[config.mk]
export PLATFORM = sky130hd
export DESIGN_NAME = fit_policy_block_allocator
export DESIGN_NICKNAME = d
export VERILOG_FILES = /design/src/sv/fpba_pkg.sv /design/src/sv/fit_policy_block_allocator.sv /design/src/sv/fpba_ram.sv
export SDC_FILE = /design/constraint.sdc
export NUM_CORES = 1
export LEC_CHECK = 0
export ABC_AREA = 1
export BUFFER_PORTS_ARGS = -buffer_cell sky130_fd_sc_hd__buf_2
export CAP_MARGIN = 20
export CORE_MARGIN = 1
export CORE_UTILIZATION = 55
export DETAILED_ROUTE_END_ITERATION = 8
export HOLD_SLACK_MARGIN = 0.02
export MAX_ROUTING_LAYER = met4
export PLACE_DENSITY = 0.77
export REMOVE_ABC_BUFFERS = 1
export SYNTH_ARGS = -nofsm -noshare
export SYNTH_HDL_FRONTEND = slang
export SYNTH_HIERARCHICAL = 1
export SYNTH_SLANG_ARGS = --single-unit
[constraint.sdc]
create_clock -name clk -period 11.4 [get_ports clk]
set_input_delay 0 -clock clk [delete_from_list [all_inputs] [get_ports clk]]
set_output_delay 0 -clock clk [all_outputs]
set_load 0.005 [all_outputs]
[src/sv/fpba_pkg.sv]
`timescale 1ns / 1ps
// ----------------------------------------------------------------------------
// fpba_pkg
// Shared types, codes and helpers of the fit-policy block allocator.
// ----------------------------------------------------------------------------
package fpba_pkg;

    localparam int AMOUNT_W = 20;
    localparam int SIZE_W   = 16;
    localparam int COUNT_W  = 9;
    localparam int KB_W     = AMOUNT_W + 1;
    localparam int CFG_IDX_W = 1;

    localparam logic [KB_W-1:0] KB_CAP = KB_W'(1) << AMOUNT_W;

    localparam logic [CFG_IDX_W-1:0] CFG_BLOCK_SIZE_KB = 1'b0;
    localparam logic [CFG_IDX_W-1:0] CFG_BLOCK_COUNT   = 1'b1;

    localparam logic [SIZE_W-1:0]  BLOCK_SIZE_RESET  = 16'd4;
    localparam logic [COUNT_W-1:0] BLOCK_COUNT_RESET = 9'd256;

    typedef enum logic [1:0] {
        ACT_FIRST = 2'd0,
        ACT_BEST  = 2'd1,
        ACT_WORST = 2'd2,
        ACT_FREE  = 2'd3
    } action_t;

    typedef enum logic [2:0] {
        ST_CLEAR,
        ST_IDLE,
        ST_SCAN,
        ST_CLOSE,
        ST_MARK,
        ST_DONE
    } state_t;

    typedef struct packed {
        logic [1:0]          action;
        logic [AMOUNT_W-1:0] amount_kb;
    } req_t;

    typedef struct packed {
        logic               ok;
        logic [7:0]         run_start;
        logic [COUNT_W-1:0] free_count;
    } rsp_t;

    // Adds one block's size to a running kilobyte total that saturates just
    // above the largest amount.
    function automatic logic [KB_W-1:0] sat_add(input logic [KB_W-1:0] acc,
                                                input logic [SIZE_W-1:0] size);
        logic [KB_W-1:0] sum;
        sum = acc + KB_W'(size);
        return (sum > KB_CAP) ? KB_CAP : sum;
    endfunction

endpackage

[src/sv/fit_policy_block_allocator.sv]
`timescale 1ns / 1ps
// ----------------------------------------------------------------------------
// fit_policy_block_allocator
// Bitmap allocator of equal-sized blocks with first, best and worst fit.
// ----------------------------------------------------------------------------
// A request beat on req carries an action and an amount in kilobytes; each
// request gives exactly one beat on rsp with ok, the run start and the number
// of free blocks in the use range. Configuration beats on cfg are always
// taken and set the block size (index 0) and the block count (index 1).
// The bitmap sits in a one-bit RAM. After reset a clearing pass writes
// every block free; req_ready stays low meanwhile. For an allocation, one
// streaming read pass over the RAM picks the run, and a write pass marks it;
// a free clears used blocks during its read pass. One request is in work at
// a time; req_ready rises again once the result sits in the output register.
// If the receiver stalls, the finished result holds and a later result waits
// until the earlier beat is taken.
// ----------------------------------------------------------------------------
module fit_policy_block_allocator #(
    parameter int MAX_BLOCKS = 256
) (
    input  logic                                  clk,
    input  logic                                  rst_n,
    input  logic                                  req_valid,
    output logic                                  req_ready,
    input  fpba_pkg::req_t                        req,
    output logic                                  rsp_valid,
    input  logic                                  rsp_ready,
    output fpba_pkg::rsp_t                        rsp,
    input  logic                                  cfg_valid,
    output logic                                  cfg_ready,
    input  logic [fpba_pkg::CFG_IDX_W-1:0]        cfg_index,
    input  logic [fpba_pkg::SIZE_W-1:0]           cfg_data
);

    localparam int IW = $clog2(MAX_BLOCKS);
    localparam int CW = $clog2(MAX_BLOCKS + 1);
    localparam int NW = (CW > fpba_pkg::COUNT_W) ? CW : fpba_pkg::COUNT_W;
    localparam int KB_W = fpba_pkg::KB_W;

    fpba_pkg::state_t state_reg, state_next;

    logic [fpba_pkg::SIZE_W-1:0]   block_size_reg;
    logic [fpba_pkg::COUNT_W-1:0]  block_count_reg;

    logic [1:0]                    action_reg, action_next;
    logic [fpba_pkg::AMOUNT_W-1:0] amount_reg, amount_next;
    logic [CW-1:0]                 addr_reg, addr_next;
    logic                          d_vld_reg, d_vld_next;
    logic [IW-1:0]                 d_idx_reg, d_idx_next;
    logic                          run_open_reg, run_open_next;
    logic [IW-1:0]                 run_s_reg, run_s_next;
    logic [CW-1:0]                 run_len_reg, run_len_next;
    logic [KB_W-1:0]               run_kb_reg, run_kb_next;
    logic                          found_reg, found_next;
    logic [IW-1:0]                 pick_reg, pick_next;
    logic [CW-1:0]                 pick_len_reg, pick_len_next;
    logic                          pick_adeq_reg, pick_adeq_next;
    logic [CW-1:0]                 free_cnt_reg, free_cnt_next;
    logic [KB_W-1:0]               acc_reg, acc_next;
    fpba_pkg::rsp_t                rsp_reg, rsp_next;
    logic                          rsp_valid_reg, rsp_valid_next;

    logic [CW-1:0]  use_n;
    logic [NW-1:0]  count_ext;
    logic           issue;
    logic           ram_we;
    logic [IW-1:0]  ram_waddr;
    logic           ram_wdata;
    logic           ram_rdata;
    logic           cand_adeq;
    logic           cand_take;
    logic           scan_end;
    logic           mark_go;
    logic           is_free;
    logic           rsp_load;
    logic           done_ok;
    logic [IW+7:0]  start_ext;
    logic [CW+8:0]  free_ext;

    fpba_ram #(
        .WIDTH(1),
        .DEPTH(MAX_BLOCKS)
    ) u_bitmap (
        .clk  (clk),
        .we   (ram_we),
        .waddr(ram_waddr),
        .wdata(ram_wdata),
        .re   (issue),
        .raddr(addr_reg[IW-1:0]),
        .rdata(ram_rdata)
    );

    assign count_ext = NW'(block_count_reg);
    assign use_n     = (count_ext > NW'(MAX_BLOCKS)) ? CW'(MAX_BLOCKS) : CW'(count_ext);

    assign is_free   = (action_reg == fpba_pkg::ACT_FREE);
    assign issue     = (state_reg == fpba_pkg::ST_SCAN) && (addr_reg < use_n);
    assign scan_end  = !d_vld_reg && (addr_reg >= use_n);
    assign mark_go   = found_reg && pick_adeq_reg && (block_size_reg != '0)
                       && (acc_reg < KB_W'(amount_reg)) && (addr_reg < pick_len_reg);
    assign rsp_load  = (state_reg == fpba_pkg::ST_DONE) && (!rsp_valid_reg || rsp_ready);
    assign cand_adeq = (run_kb_reg >= KB_W'(amount_reg));

    assign req_ready = (state_reg == fpba_pkg::ST_IDLE);
    assign cfg_ready = 1'b1;
    assign rsp_valid = rsp_valid_reg;
    assign rsp       = rsp_reg;

    always_comb
    begin
        case (action_reg)
            fpba_pkg::ACT_FIRST: cand_take = !found_reg && cand_adeq;
            fpba_pkg::ACT_BEST:  cand_take = cand_adeq
                                             && (!found_reg || run_len_reg < pick_len_reg);
            fpba_pkg::ACT_WORST: cand_take = !found_reg || run_len_reg > pick_len_reg;
            default:             cand_take = 1'b0;
        endcase
    end

    always_comb
    begin
        state_next = state_reg;
        case (state_reg)
            fpba_pkg::ST_CLEAR:
            begin
                if (addr_reg == CW'(MAX_BLOCKS - 1))
                begin
                    state_next = fpba_pkg::ST_IDLE;
                end
            end
            fpba_pkg::ST_IDLE:
            begin
                if (req_valid)
                begin
                    state_next = fpba_pkg::ST_SCAN;
                end
            end
            fpba_pkg::ST_SCAN:
            begin
                if (scan_end)
                begin
                    state_next = is_free ? fpba_pkg::ST_DONE : fpba_pkg::ST_CLOSE;
                end
            end
            fpba_pkg::ST_CLOSE:
            begin
                state_next = fpba_pkg::ST_MARK;
            end
            fpba_pkg::ST_MARK:
            begin
                if (!mark_go)
                begin
                    state_next = fpba_pkg::ST_DONE;
                end
            end
            fpba_pkg::ST_DONE:
            begin
                if (rsp_load)
                begin
                    state_next = fpba_pkg::ST_IDLE;
                end
            end
            default:
            begin
                state_next = fpba_pkg::ST_CLEAR;
            end
        endcase
    end

    always_comb
    begin
        action_next    = action_reg;
        amount_next    = amount_reg;
        addr_next      = addr_reg;
        d_vld_next     = d_vld_reg;
        d_idx_next     = d_idx_reg;
        run_open_next  = run_open_reg;
        run_s_next     = run_s_reg;
        run_len_next   = run_len_reg;
        run_kb_next    = run_kb_reg;
        found_next     = found_reg;
        pick_next      = pick_reg;
        pick_len_next  = pick_len_reg;
        pick_adeq_next = pick_adeq_reg;
        free_cnt_next  = free_cnt_reg;
        acc_next       = acc_reg;
        rsp_next       = rsp_reg;
        rsp_valid_next = rsp_valid_reg;
        ram_we         = 1'b0;
        ram_waddr      = d_idx_reg;
        ram_wdata      = 1'b0;

        if (rsp_valid_reg && rsp_ready)
        begin
            rsp_valid_next = 1'b0;
        end

        done_ok   = is_free ? (acc_reg >= KB_W'(amount_reg)) : (found_reg && pick_adeq_reg);
        start_ext = {8'b0, pick_reg};
        free_ext  = {9'b0, free_cnt_reg};

        case (state_reg)
            fpba_pkg::ST_CLEAR:
            begin
                ram_we    = 1'b1;
                ram_waddr = addr_reg[IW-1:0];
                ram_wdata = 1'b0;
                addr_next = addr_reg + CW'(1);
            end
            fpba_pkg::ST_IDLE:
            begin
                if (req_valid)
                begin
                    action_next   = req.action;
                    amount_next   = req.amount_kb;
                    addr_next     = '0;
                    d_vld_next    = 1'b0;
                    run_open_next = 1'b0;
                    found_next    = 1'b0;
                    free_cnt_next = '0;
                    acc_next      = '0;
                end
            end
            fpba_pkg::ST_SCAN:
            begin
                if (issue)
                begin
                    addr_next  = addr_reg + CW'(1);
                    d_idx_next = addr_reg[IW-1:0];
                end
                d_vld_next = issue;

                if (d_vld_reg)
                begin
                    if (is_free)
                    begin
                        if (!ram_rdata)
                        begin
                            free_cnt_next = free_cnt_reg + CW'(1);
                        end
                        else if (acc_reg < KB_W'(amount_reg))
                        begin
                            ram_we        = 1'b1;
                            ram_wdata     = 1'b0;
                            acc_next      = fpba_pkg::sat_add(acc_reg, block_size_reg);
                            free_cnt_next = free_cnt_reg + CW'(1);
                        end
                    end
                    else if (!ram_rdata)
                    begin
                        free_cnt_next = free_cnt_reg + CW'(1);
                        if (run_open_reg)
                        begin
                            run_len_next = run_len_reg + CW'(1);
                            run_kb_next  = fpba_pkg::sat_add(run_kb_reg, block_size_reg);
                        end
                        else
                        begin
                            run_open_next = 1'b1;
                            run_s_next    = d_idx_reg;
                            run_len_next  = CW'(1);
                            run_kb_next   = fpba_pkg::sat_add('0, block_size_reg);
                        end
                    end
                    else if (run_open_reg)
                    begin
                        run_open_next = 1'b0;
                        if (cand_take)
                        begin
                            found_next     = 1'b1;
                            pick_next      = run_s_reg;
                            pick_len_next  = run_len_reg;
                            pick_adeq_next = (action_reg == fpba_pkg::ACT_WORST) ?
                                             cand_adeq : 1'b1;
                        end
                    end
                end
            end
            fpba_pkg::ST_CLOSE:
            begin
                run_open_next = 1'b0;
                addr_next     = '0;
                acc_next      = '0;
                if (run_open_reg && cand_take)
                begin
                    found_next     = 1'b1;
                    pick_next      = run_s_reg;
                    pick_len_next  = run_len_reg;
                    pick_adeq_next = (action_reg == fpba_pkg::ACT_WORST) ? cand_adeq : 1'b1;
                end
            end
            fpba_pkg::ST_MARK:
            begin
                if (mark_go)
                begin
                    ram_we        = 1'b1;
                    ram_waddr     = pick_reg + addr_reg[IW-1:0];
                    ram_wdata     = 1'b1;
                    addr_next     = addr_reg + CW'(1);
                    acc_next      = fpba_pkg::sat_add(acc_reg, block_size_reg);
                    free_cnt_next = free_cnt_reg - CW'(1);
                end
            end
            fpba_pkg::ST_DONE:
            begin
                if (rsp_load)
                begin
                    rsp_next.ok         = done_ok;
                    rsp_next.run_start  = (!is_free && done_ok) ? start_ext[7:0] : 8'd0;
                    rsp_next.free_count = free_ext[fpba_pkg::COUNT_W-1:0];
                    rsp_valid_next      = 1'b1;
                end
            end
            default:
            begin
                addr_next = '0;
            end
        endcase
    end

    always_ff @(posedge clk or negedge rst_n)
    begin
        if (!rst_n)
        begin
            state_reg       <= fpba_pkg::ST_CLEAR;
            block_size_reg  <= fpba_pkg::BLOCK_SIZE_RESET;
            block_count_reg <= fpba_pkg::BLOCK_COUNT_RESET;
            addr_reg        <= '0;
            d_vld_reg       <= 1'b0;
            run_open_reg    <= 1'b0;
            found_reg       <= 1'b0;
            rsp_valid_reg   <= 1'b0;
        end
        else
        begin
            state_reg     <= state_next;
            addr_reg      <= addr_next;
            d_vld_reg     <= d_vld_next;
            run_open_reg  <= run_open_next;
            found_reg     <= found_next;
            rsp_valid_reg <= rsp_valid_next;
            if (cfg_valid)
            begin
                case (cfg_index)
                    fpba_pkg::CFG_BLOCK_SIZE_KB: block_size_reg  <= cfg_data;
                    fpba_pkg::CFG_BLOCK_COUNT:
                        block_count_reg <= cfg_data[fpba_pkg::COUNT_W-1:0];
                    default:                     block_size_reg  <= block_size_reg;
                endcase
            end
        end
    end

    always_ff @(posedge clk)
    begin
        action_reg    <= action_next;
        amount_reg    <= amount_next;
        d_idx_reg     <= d_idx_next;
        run_s_reg     <= run_s_next;
        run_len_reg   <= run_len_next;
        run_kb_reg    <= run_kb_next;
        pick_reg      <= pick_next;
        pick_len_reg  <= pick_len_next;
        pick_adeq_reg <= pick_adeq_next;
        free_cnt_reg  <= free_cnt_next;
        acc_reg       <= acc_next;
        rsp_reg       <= rsp_next;
    end

endmodule

[src/sv/fpba_ram.sv]
`timescale 1ns / 1ps
// ----------------------------------------------------------------------------
// fpba_ram
// Generic simple dual-port RAM with one write port and a registered read port.
// ----------------------------------------------------------------------------
module fpba_ram #(
    parameter int WIDTH = 1,
    parameter int DEPTH = 256
) (
    input  logic                     clk,
    input  logic                     we,
    input  logic [$clog2(DEPTH)-1:0] waddr,
    input  logic [WIDTH-1:0]         wdata,
    input  logic                     re,
    input  logic [$clog2(DEPTH)-1:0] raddr,
    output logic [WIDTH-1:0]         rdata
);

    logic [WIDTH-1:0] mem [DEPTH];

    always_ff @(posedge clk)
    begin
        if (we)
        begin
            mem[waddr] <= wdata;
        end
        if (re)
        begin
            rdata <= mem[raddr];
        end
    end

endmodule

==> flow_metrics.env, run 1 <==
export IMPL_status="completed"
export IMPL_cts_root_buffer="clkbuf_16"
export IMPL_ir_drop_mv=0.172
export IMPL_ys_seq_area_frac=0.537
export IMPL_max_cap_viol_count=0
export IMPL_antenna_cells=0
export IMPL_hold_viol=0
export IMPL_cp_arrival_ps=4950
export IMPL_rows=75
export IMPL_relSlewSlack=0.257
export IMPL_grt_pass1_vias=18600
export IMPL_numClockSinks=432
export IMPL_worst_pin_slew_ps=1110
export IMPL_multi_input_area_um2=9440
export IMPL_startpoint="acc_reg[16]$_SDFFCE_PN0P_"
export IMPL_fin_crit_ps=4690
export IMPL_crit_path_max_fanout=16
export IMPL_r2r_end="u_bitmap/mem[203]$_DFFE_PP_"
export IMPL_final_util=0.622
export IMPL_via_per_inst=5.73
export IMPL_cts_tree="done"
export IMPL_io_buffers=63
export IMPL_cts_max_path_buffers=3
export IMPL_grt_pass1_wl_um=96400
export IMPL_synth_most_common_cell="nand2_1"
export IMPL_fin_crit_sh=0.412
export IMPL_hold_class="primary input to flop"
export IMPL_initial_core_util=0.562
export IMPL_grt_max_degree=137
export IMPL_io_pins=65
export IMPL_synth_area_leaders="edfxtp_1, nand2_1, nand3_1"
export IMPL_wl_per_cell_um=18.1
export IMPL_netlist_top_cells_count="nand2_1, nor2_1, edfxtp_1"
export IMPL_synth_edf_count=391
export IMPL_finClkSkew_ps=37.2
export IMPL_route_detailed_drc=0
export IMPL_route_vias_total=19500
export IMPL_p_leak_nw=11.0
export IMPL_r2r_start="acc_reg[16]$_SDFFCE_PN0P_"
export IMPL_dp_hpwl_um=39700
export IMPL_clk_pin_slew_ps=60
export IMPL_worst_r2r_cell_count=17
export IMPL_end_kind="flop"
export IMPL_r2r_setup_slack_ps=6710
export IMPL_synth_distinct_cells=48
export IMPL_post_synth_top_area_fraction=0.493
export IMPL_syn_avg_cell_area_um2=8.78
export IMPL_layout_drive_gt1_share=0.0703
export IMPL_postRouteAntennaNets=0
export IMPL_pwr_density_cell_nw_per_um2=224
export IMPL_critPathLaunchType="flop"
export IMPL_worstSetupEndpoint="u_bitmap/mem[203]$_DFFE_PP_"
export IMPL_num_fill_cells=3470
export IMPL_syn_area_um2=23800
export IMPL_dieArea_um2=44100
export IMPL_ys_async_sr_fraction=0.0949
export IMPL_antenna_found_initial=0
export IMPL_die_y_um=210
export IMPL_core_area_um2=42300
export IMPL_die_w_um=210
export IMPL_finalSetupTns_ps=0
export IMPL_yosys_area_top_type="edfxtp_1"
export IMPL_syn_inst=2710
export IMPL_cp_data_required_time_ps=11660
export IMPL_nets=2942
export IMPL_gp_congestion=0.938
export IMPL_dr_pass1_iters=7
export IMPL_seqCellArea_um2=12800
export IMPL_synth_seq_cells=432
export IMPL_largest_reg_flops=256
export IMPL_crit_type="flop to flop"
export IMPL_synth_ff_type="edfxtp_1"
export IMPL_drv_slew=0
export IMPL_yosysWarnings=6
export IMPL_grt_usage=0.288
export IMPL_rsz0062_at_grt="no"
export IMPL_grt_overflow=0
export IMPL_cts_buffers=46
export IMPL_drt_iter0_drc=2200
export IMPL_syn_to_final_growth_pct=10.6
export IMPL_drt_wl_total_um=61400
export IMPL_setup_viol=0
export IMPL_h_tree_depth=2
export IMPL_clock_latency_ps=600
export IMPL_fmax_ghz=0.213
through the flow:
stage	setup slack [ps]	total power, mW	cell area (um^2)	std cells	hold slack, ps
2_1_floorplan	1420	3.66	23200	2608	-296
3_3_place_gp	6960	4.30	24400	3264	103
3_5_place_dp	6830	4.37	24400	3265	115
4_1_cts	6750	5.87	26300	3393	69.1
5_1_grt	6450	6.24	26300	3394	117
6_report	6710	5.90	26300	3394	62.4
power by group:
part | leakage [nW] | switching, mW | internal (mW)
Combinational | 6.29 | 1.64 | 0.674
Sequential | 3.98 | 0.157 | 1.94
Clock | 0.737 | 0.638 | 0.849
per-layer routing:
layer	share of wire	vias to the layer above	GRT usage
li1	-	9173	-
met1	0.40	9148	0.368
met2	0.47	944	0.457
met3	0.085	198	0.0411
met4	0.044	0	0.134
met5	0	-	-
worst min path at each step:
stage	from	to	slack, ps	depth (start not counted)
2_1_floorplan	rst_n	addr_reg[0]$_DFFE_PN0P_	-300	0
3_3_place_gp	rst_n	block_size_reg[15]$_DFFE_PN0P_	100	2
3_5_place_dp	rst_n	block_size_reg[14]$_DFFE_PN0P_	110	2
4_1_cts	cfg_valid	block_count_reg[8]$_DFFE_PN1P_	70	4
5_1_grt	cfg_valid	block_count_reg[8]$_DFFE_PN1P_	120	4
6_report	cfg_valid	block_count_reg[8]$_DFFE_PN1P_	60	4
worst max-delay path, cell delays in order (launching register included):
cell and delay [ps]:
edfxtp_1 490, ha_1 340, nand2_1 100, o21bai_1 130, a21oi_1 90, nor3_1 260, nand2_1 90, a21oi_1 140
buf_4 220, nand3_2 230, nand2_1 430, nand2_1 80, o21ai_0 110, buf_4 240, nand2_1 70, nor2_1 230
nand3_1 740, nor2_1 360
final cells by class:
type / count / area share
timing repair buffer: 123 / 0.0341
clock buffer: 60 / 0.0476
multi-input combinational: 1916 / 0.359
tap: 577 / 0.0274
clock inverter: 26 / 0.00946
sequential: 432 / 0.485
inverter: 260 / 0.0371
repair_timing:
action | 4_1_cts | 5_1_grt
hold buffers | 42 | 0
hold endpoints to repair | 90 | 0
resized for setup | 0 | 0
setup buffers | 0 | 0
logic make-up (layout without fill, tap and decap cells):
kind of cell,after synthesis,in the layout,synth area share
fa+ha+maj,119,119,0.0638
buf+inv,362,469,0.0668
mux,7,7,0.00331
simple gates,1625,1625,0.288
other cells,1,1,0.000158
xor+xnor,22,22,0.00810
compound gates,142,142,0.0333
flops,432,432,0.537
layout by cell type, fill, tap and decap left out, types with 3 or more instances in the layout:
cell,count
nand3_2,4
ha_1,115
nor2_1,396
clkbuf_16,46
o211ai_1,4
xor2_1,10
bufinv_16,3
clkinv_2,11
a21o_1,3
buf_4,16
clkinv_1,9
xnor2_1,12
nor2_2,9
nand3_1,339
edfxtp_1,391
dlygate4sd3_1,42
buf_2,63
o21ai_0,41
nor4_1,9
nand3b_1,10
fa_1,4
mux2_2,7
clkbuf_8,5
o21bai_1,5
and2_1,3
nor3_1,17
a21oi_1,76
nand2_2,11
dfrtp_1,37
o21a_1,5
nand4_1,49
nand2_1,768
inv_1,256
clkbuf_1,9
Power figures use the tool's default switching activity.
==> inputs of run 2 (changes only) <==
==> constraint.sdc (replaced) <==
create_clock -name clk -period 4.6 [get_ports clk]
set_input_delay 0 -clock clk [delete_from_list [all_inputs] [get_ports clk]]
set_output_delay 0 -clock clk [all_outputs]
set_load 0.005 [all_outputs]
==> flow_metrics.env, run 2 (same netlist as run 1, synthesis figures left out) <==
export IMPL_worst_pin_slew_ps=1130
export IMPL_max_cap_viol_count=0
export IMPL_stdcell_area_um2=26400
export IMPL_num_fill_cells=3453
export IMPL_core_area_um2=42300
export IMPL_fin_crit_ps=4440
export IMPL_setup_viol=0
export IMPL_crit_type="flop to flop"
export IMPL_cts_tree="done"
export IMPL_io_pins=65
export IMPL_finalSetupTns_ps=0
export IMPL_pre_cts_slack_ps=119
export IMPL_grt_pass1_wl_um=99200
export IMPL_route_detailed_drc=0
export IMPL_cts_hold_buf=41
export IMPL_grt_overflow=0
export IMPL_rows=75
export IMPL_via_per_inst=5.73
export IMPL_dp_hpwl_um=40100
export IMPL_status="completed"
export IMPL_finClkSkew_ps=19.3
export IMPL_crit_path_max_fanout=16
export IMPL_pwr_density_cell_nw_per_um2=551
export IMPL_cp_arrival_ps=4710
export IMPL_worst_slack_ps=160
export IMPL_relSlewSlack=0.246
export IMPL_dieArea_um2=44100
export IMPL_cts_resized=0
export IMPL_startpoint="acc_reg[16]$_SDFFCE_PN0P_"
export IMPL_drt_wl_total_um=63800
export IMPL_rsz0062_at_grt="no"
export IMPL_fmax_ghz=0.225
export IMPL_die_y_um=210
export IMPL_clock_latency_ps=580
export IMPL_grt_pass1_vias=18800
export IMPL_critPathLaunchType="flop"
export IMPL_layout_drive_gt1_share=0.0754
export IMPL_hold_class="primary input to flop"
export IMPL_clk_pin_slew_ps=60
export IMPL_grt_max_degree=257
export IMPL_antenna_cells=0
export IMPL_gp_congestion=0.913
export IMPL_hold_viol=0
export IMPL_final_cell_mix="nand2_1, nor2_1, edfxtp_1"
export IMPL_io_buffers=63
export IMPL_numClockSinks=432
export IMPL_drt_iter0_drc=2261
export IMPL_cts_root_buffer="clkbuf_16"
export IMPL_fin_crit_sh=0.965
export IMPL_nets=2967
export IMPL_syn_to_final_growth_pct=11.1
export IMPL_cts_max_path_buffers=3
export IMPL_initial_core_util=0.562
export IMPL_grt_usage=0.299
export IMPL_dr_pass1_iters=6
export IMPL_h_tree_depth=2
export IMPL_hold_slack_ps=96.3
export IMPL_antenna_found_initial=0
export IMPL_cts_setup_buffers=0
export IMPL_p_leak_nw=11.1
export IMPL_ir_drop_mv=0.539
export IMPL_cp_data_required_time_ps=4870
export IMPL_route_vias_total=19600
export IMPL_r2r_start="acc_reg[16]$_SDFFCE_PN0P_"
export IMPL_die_w_um=210
export IMPL_largest_reg_flops=256
export IMPL_wl_per_cell_um=18.7
export IMPL_final_common_cell="nand2_1"
export IMPL_postRouteAntennaNets=0
export IMPL_end_kind="flop"
export IMPL_worstHoldStart="cfg_valid"
export IMPL_place_area_um2=24600
export IMPL_drv_slew=0
export IMPL_cts_buffers=46
[run 2: cell count changes in the layout (fill, tap and decap cells not counted), sizes merged]
| cell | before | now |
|---|---|---|
| clkinvlp | 1 | 2 |
| inv | 259 | 260 |
| clkinv | 23 | 18 |
| clkbuf | 60 | 63 |
| buf | 81 | 105 |
| bufinv | 3 | 2 |
[run 2: area by class of cell]
class | count | area, um^2 | area share
tap | 577 | 722 | 0.0273
inverter | 260 | 977 | 0.0370
sequential | 432 | 12800 | 0.483
multi-input combinational | 1916 | 9440 | 0.357
timing repair buffer | 148 | 1080 | 0.0410
clock inverter | 22 | 170 | 0.00644
clock buffer | 62 | 1250 | 0.0474
[run 2: worst max-delay path: stages, from the launching register on]
cell and delay, ps:
edfxtp_1 500, ha_1 360, a21oi_1 220, a21oi_1 110, nor3_1 360, nand2_1 100, a21oi_1 320, buf_4 270
nand3_2 240, nand2_1 160, nand2_1 60, o21ai_0 80, clkbuf_4 240, nand2_1 80, nor2_1 210, nand2_1 530
nor2_1 300
[run 2: through the flow]
step,power (mW),utilization,std cells
finish,14.6,0.624,3417
global route,15.4,0.624,3417
CTS,14.5,0.623,3414
detailed placement,10.9,0.580,3289
global placement,10.7,0.580,3289
floorplan,9.06,-,2608
[run 2: per-layer routing]
metal	wire length, um	GRT usage	part of all wire
met2	29800	0.479	0.47
met1	25700	0.385	0.40
met3	5660	0.0378	0.089
met5	0	-	0
met4	2640	0.130	0.041
[run 2: path summary, 6_finish.rpt]
kind | endpoint | slack (ps) | depth (start not counted)
worst max-delay path | u_bitmap/mem[56]$_DFFE_PP_ | 160 | 16
worst min-delay path | block_count_reg[8]$_DFFE_PN1P_ | 100 | 4
worst max register to register | u_bitmap/mem[56]$_DFFE_PP_ | 160 | 16
worst min register to register | pick_reg[2]$_DFFE_PP_ | 420 | 0
max in group asynchronous | block_count_reg[8]$_DFFE_PN1P_ | 3720 | 4
min in group asynchronous | block_size_reg[14]$_DFFE_PN0P_ | 370 | 3
[run 2: power breakdown]
part | switching, mW | internal [mW] | total, mW
sequential | 0.330 | 4.82 | 5.15
clock | 1.53 | 2.02 | 3.55
combinational | 4.15 | 1.72 | 5.87
==> inputs of run 3 (changes only) <==
--- a/config.mk
+++ b/config.mk
@@ -5,13 +5,13 @@
 export SDC_FILE = /design/constraint.sdc
 export NUM_CORES = 1
 export LEC_CHECK = 0
-export ABC_AREA = 1
 export BUFFER_PORTS_ARGS = -buffer_cell sky130_fd_sc_hd__buf_2
 export CAP_MARGIN = 20
 export CORE_MARGIN = 1
 export CORE_UTILIZATION = 55
 export DETAILED_ROUTE_END_ITERATION = 8
-export HOLD_SLACK_MARGIN = 0.02
+export GPL_TIMING_DRIVEN = 0
+export HOLD_SLACK_MARGIN = 0.08
 export MAX_ROUTING_LAYER = met4
 export PLACE_DENSITY = 0.77
 export REMOVE_ABC_BUFFERS = 1
==> flow_metrics.env, run 3 <==
export IMPL_antenna_cells=0
export IMPL_drv_slew=0
export IMPL_syn_avg_cell_area_um2=12.3
export IMPL_final_cell_mix="edfxtp_1, nor2_1, ha_1"
export IMPL_numClockSinks=432
export IMPL_dieArea_um2=40800
export IMPL_synth_edf_count=391
export IMPL_cts_max_path_buffers=3
export IMPL_yosys_area_top_type="edfxtp_1"
export IMPL_end_kind="flop"
export IMPL_hold_slack_ps=112
export IMPL_cts_tree="done"
export IMPL_antenna_found_initial=0
export IMPL_dr_pass1_iters=6
export IMPL_postRouteAntennaNets=0
export IMPL_drt_wl_total_um=53600
export IMPL_clk_pin_slew_ps=60
export IMPL_crit_type="flop to flop"
export IMPL_seqCellArea_um2=12800
export IMPL_h_tree_depth=2
export IMPL_fin_crit_ps=4580
export IMPL_clock_latency_ps=610
export IMPL_ys_async_sr_fraction=0.0949
export IMPL_core_area_um2=39000
export IMPL_ir_drop_mv=0.364
export IMPL_fmax_ghz=0.218
export IMPL_multi_input_area_um2=8810
export IMPL_synth_distinct_cells=79
export IMPL_route_vias_total=15500
export IMPL_max_cap_viol_count=0
export IMPL_rsz0062_at_grt="yes"
export IMPL_finClkSkew_ps=28.9
export IMPL_grt_usage=0.273
export IMPL_die_w_um=202
export IMPL_ys_seq_area_frac=0.581
export IMPL_io_pins=65
export IMPL_post_synth_top_area_fraction=0.534
export IMPL_relSlewSlack=0.304
export IMPL_route_detailed_drc=0
export IMPL_netlist_top_cells_count="edfxtp_1, nor2_1, ha_1"
export IMPL_grt_pass1_wl_um=83800
export IMPL_final_common_cell="edfxtp_1"
export IMPL_synth_seq_cells=432
export IMPL_grt_overflow=0
export IMPL_syn_inst=1790
export IMPL_syn_area_um2=22000
export IMPL_cts_buffers=45
export IMPL_fin_crit_sh=0.996
export IMPL_gp_congestion=0.972
export IMPL_hold_class="primary input to flop"
export IMPL_yosysWarnings=6
export IMPL_nets=2079
export IMPL_crit_path_max_fanout=16
export IMPL_die_y_um=202
export IMPL_p_leak_nw=8.53
export IMPL_pwr_density_cell_nw_per_um2=525
export IMPL_syn_to_final_growth_pct=14.7
export IMPL_synth_area_leaders="edfxtp_1, ha_1, nor2_1"
export IMPL_grt_pass1_vias=15600
export IMPL_rows=72
export IMPL_grt_max_degree=47
export IMPL_cts_root_buffer="clkbuf_16"
export IMPL_dp_hpwl_um=33600
export IMPL_layout_drive_gt1_share=0.158
export IMPL_synth_most_common_cell="edfxtp_1"
export IMPL_setup_viol=0
export IMPL_io_buffers=63
export IMPL_final_util=0.646
export IMPL_cp_data_required_time_ps=4900
export IMPL_largest_reg_flops=256
export IMPL_synth_ff_type="edfxtp_1"
export IMPL_worst_pin_slew_ps=1040
export IMPL_num_fill_cells=2828
export IMPL_via_per_inst=6.28
export IMPL_hold_viol=0
export IMPL_critPathLaunchType="flop"
export IMPL_status="completed"
export IMPL_cp_arrival_ps=4880
export IMPL_drt_iter0_drc=1826
export IMPL_initial_core_util=0.564
export IMPL_wl_per_cell_um=21.7
## run 3: metal layers
metal,wire length (um),share of wire,track usage
met3,4690,0.088,0.0347
met4,1770,0.033,0.116
met5,0,0,-
met1,20900,0.39,0.348
met2,26300,0.49,0.443
## run 3: timing repair
action,in CTS,in global routing
hold buffers,55,1
hold endpoints to repair,90,12
setup buffers,4,2
resized for setup,24,29
pin swaps,1,2
setup endpoints to repair,256,256
## run 3: area by class of cell
class | instances | share of cell area
Inverter | 61 | 0.00908
Clock buffer | 55 | 0.0461
Sequential cell | 432 | 0.507
Multi-Input combinational cell | 1221 | 0.349
Clock inverter | 29 | 0.0125
Timing Repair Buffer | 155 | 0.0501
Tap cell | 518 | 0.0257
## run 3: through the flow
step / total power [mW] / area [um^2] / TNS [ps] / instances / worst slack, ps
2_1_floorplan: 8.00 / 21600 / -4079480 / 1714 / -14960
3_3_place_gp: 9.06 / 22600 / -7131130 / 2295 / -24320
3_5_place_dp: 9.23 / 22900 / -187830 / 2324 / -1060
4_1_cts: 13.1 / 25100 / -13.8 / 2467 / -13.8
5_1_grt: 13.8 / 25200 / -10350 / 2471 / -138
6_report: 13.2 / 25200 / 0 / 2471 / 20.1
## run 3: path summary, 6_finish.rpt
kind                                           start                       endpoint  slack (ps)  cells past startpoint
setup / recovery           acc_reg[18]$_SDFFCE_PN0P_    u_bitmap/mem[203]$_DFFE_PP_          20                     13
max in group asynchronous                      rst_n  block_size_reg[2]$_DFFE_PN1P_        3590                      4
hold reg to reg               run_s_reg[0]$_DFFE_PP_          pick_reg[0]$_DFFE_PP_         410                      0
min in group asynchronous                      rst_n            rsp_valid$_DFF_PN0_         420                      3
hold / removal                               req[20]        action_reg[0]$_DFFE_PP_         110                      2
setup reg to reg           acc_reg[18]$_SDFFCE_PN0P_    u_bitmap/mem[203]$_DFFE_PP_          20                     13
## run 3: cell families after synthesis
logic type,count (synthesis),synth area share
other cells,1,0.000171
simple gates,616,0.127
buf+inv,137,0.0269
flops,432,0.581
mux,127,0.0831
fa+ha+maj,119,0.0691
compound gates,311,0.0944
xor+xnor,47,0.0191
## run 3: worst max-delay path, stage by stage (launching register included)
cell	delay, ps
edfxtp_1	460
ha_1	330
nand3_1	130
nor3_1	430
o221ai_1	290
o211ai_1	380
nor3_4	160
nand2_1	230
o22ai_1	120
a21oi_1	390
nand2_1	120
nor2_1	330
nand3_2	570
nor2_1	330
## run 3: power breakdown
part / internal [mW] / switching (mW) / leakage (nW)
combinational: 1.59 / 2.77 / 4.20
sequential: 4.77 / 0.425 / 3.61
clock: 2.11 / 1.58 / 0.724
total: 8.47 / 4.77 / 8.53
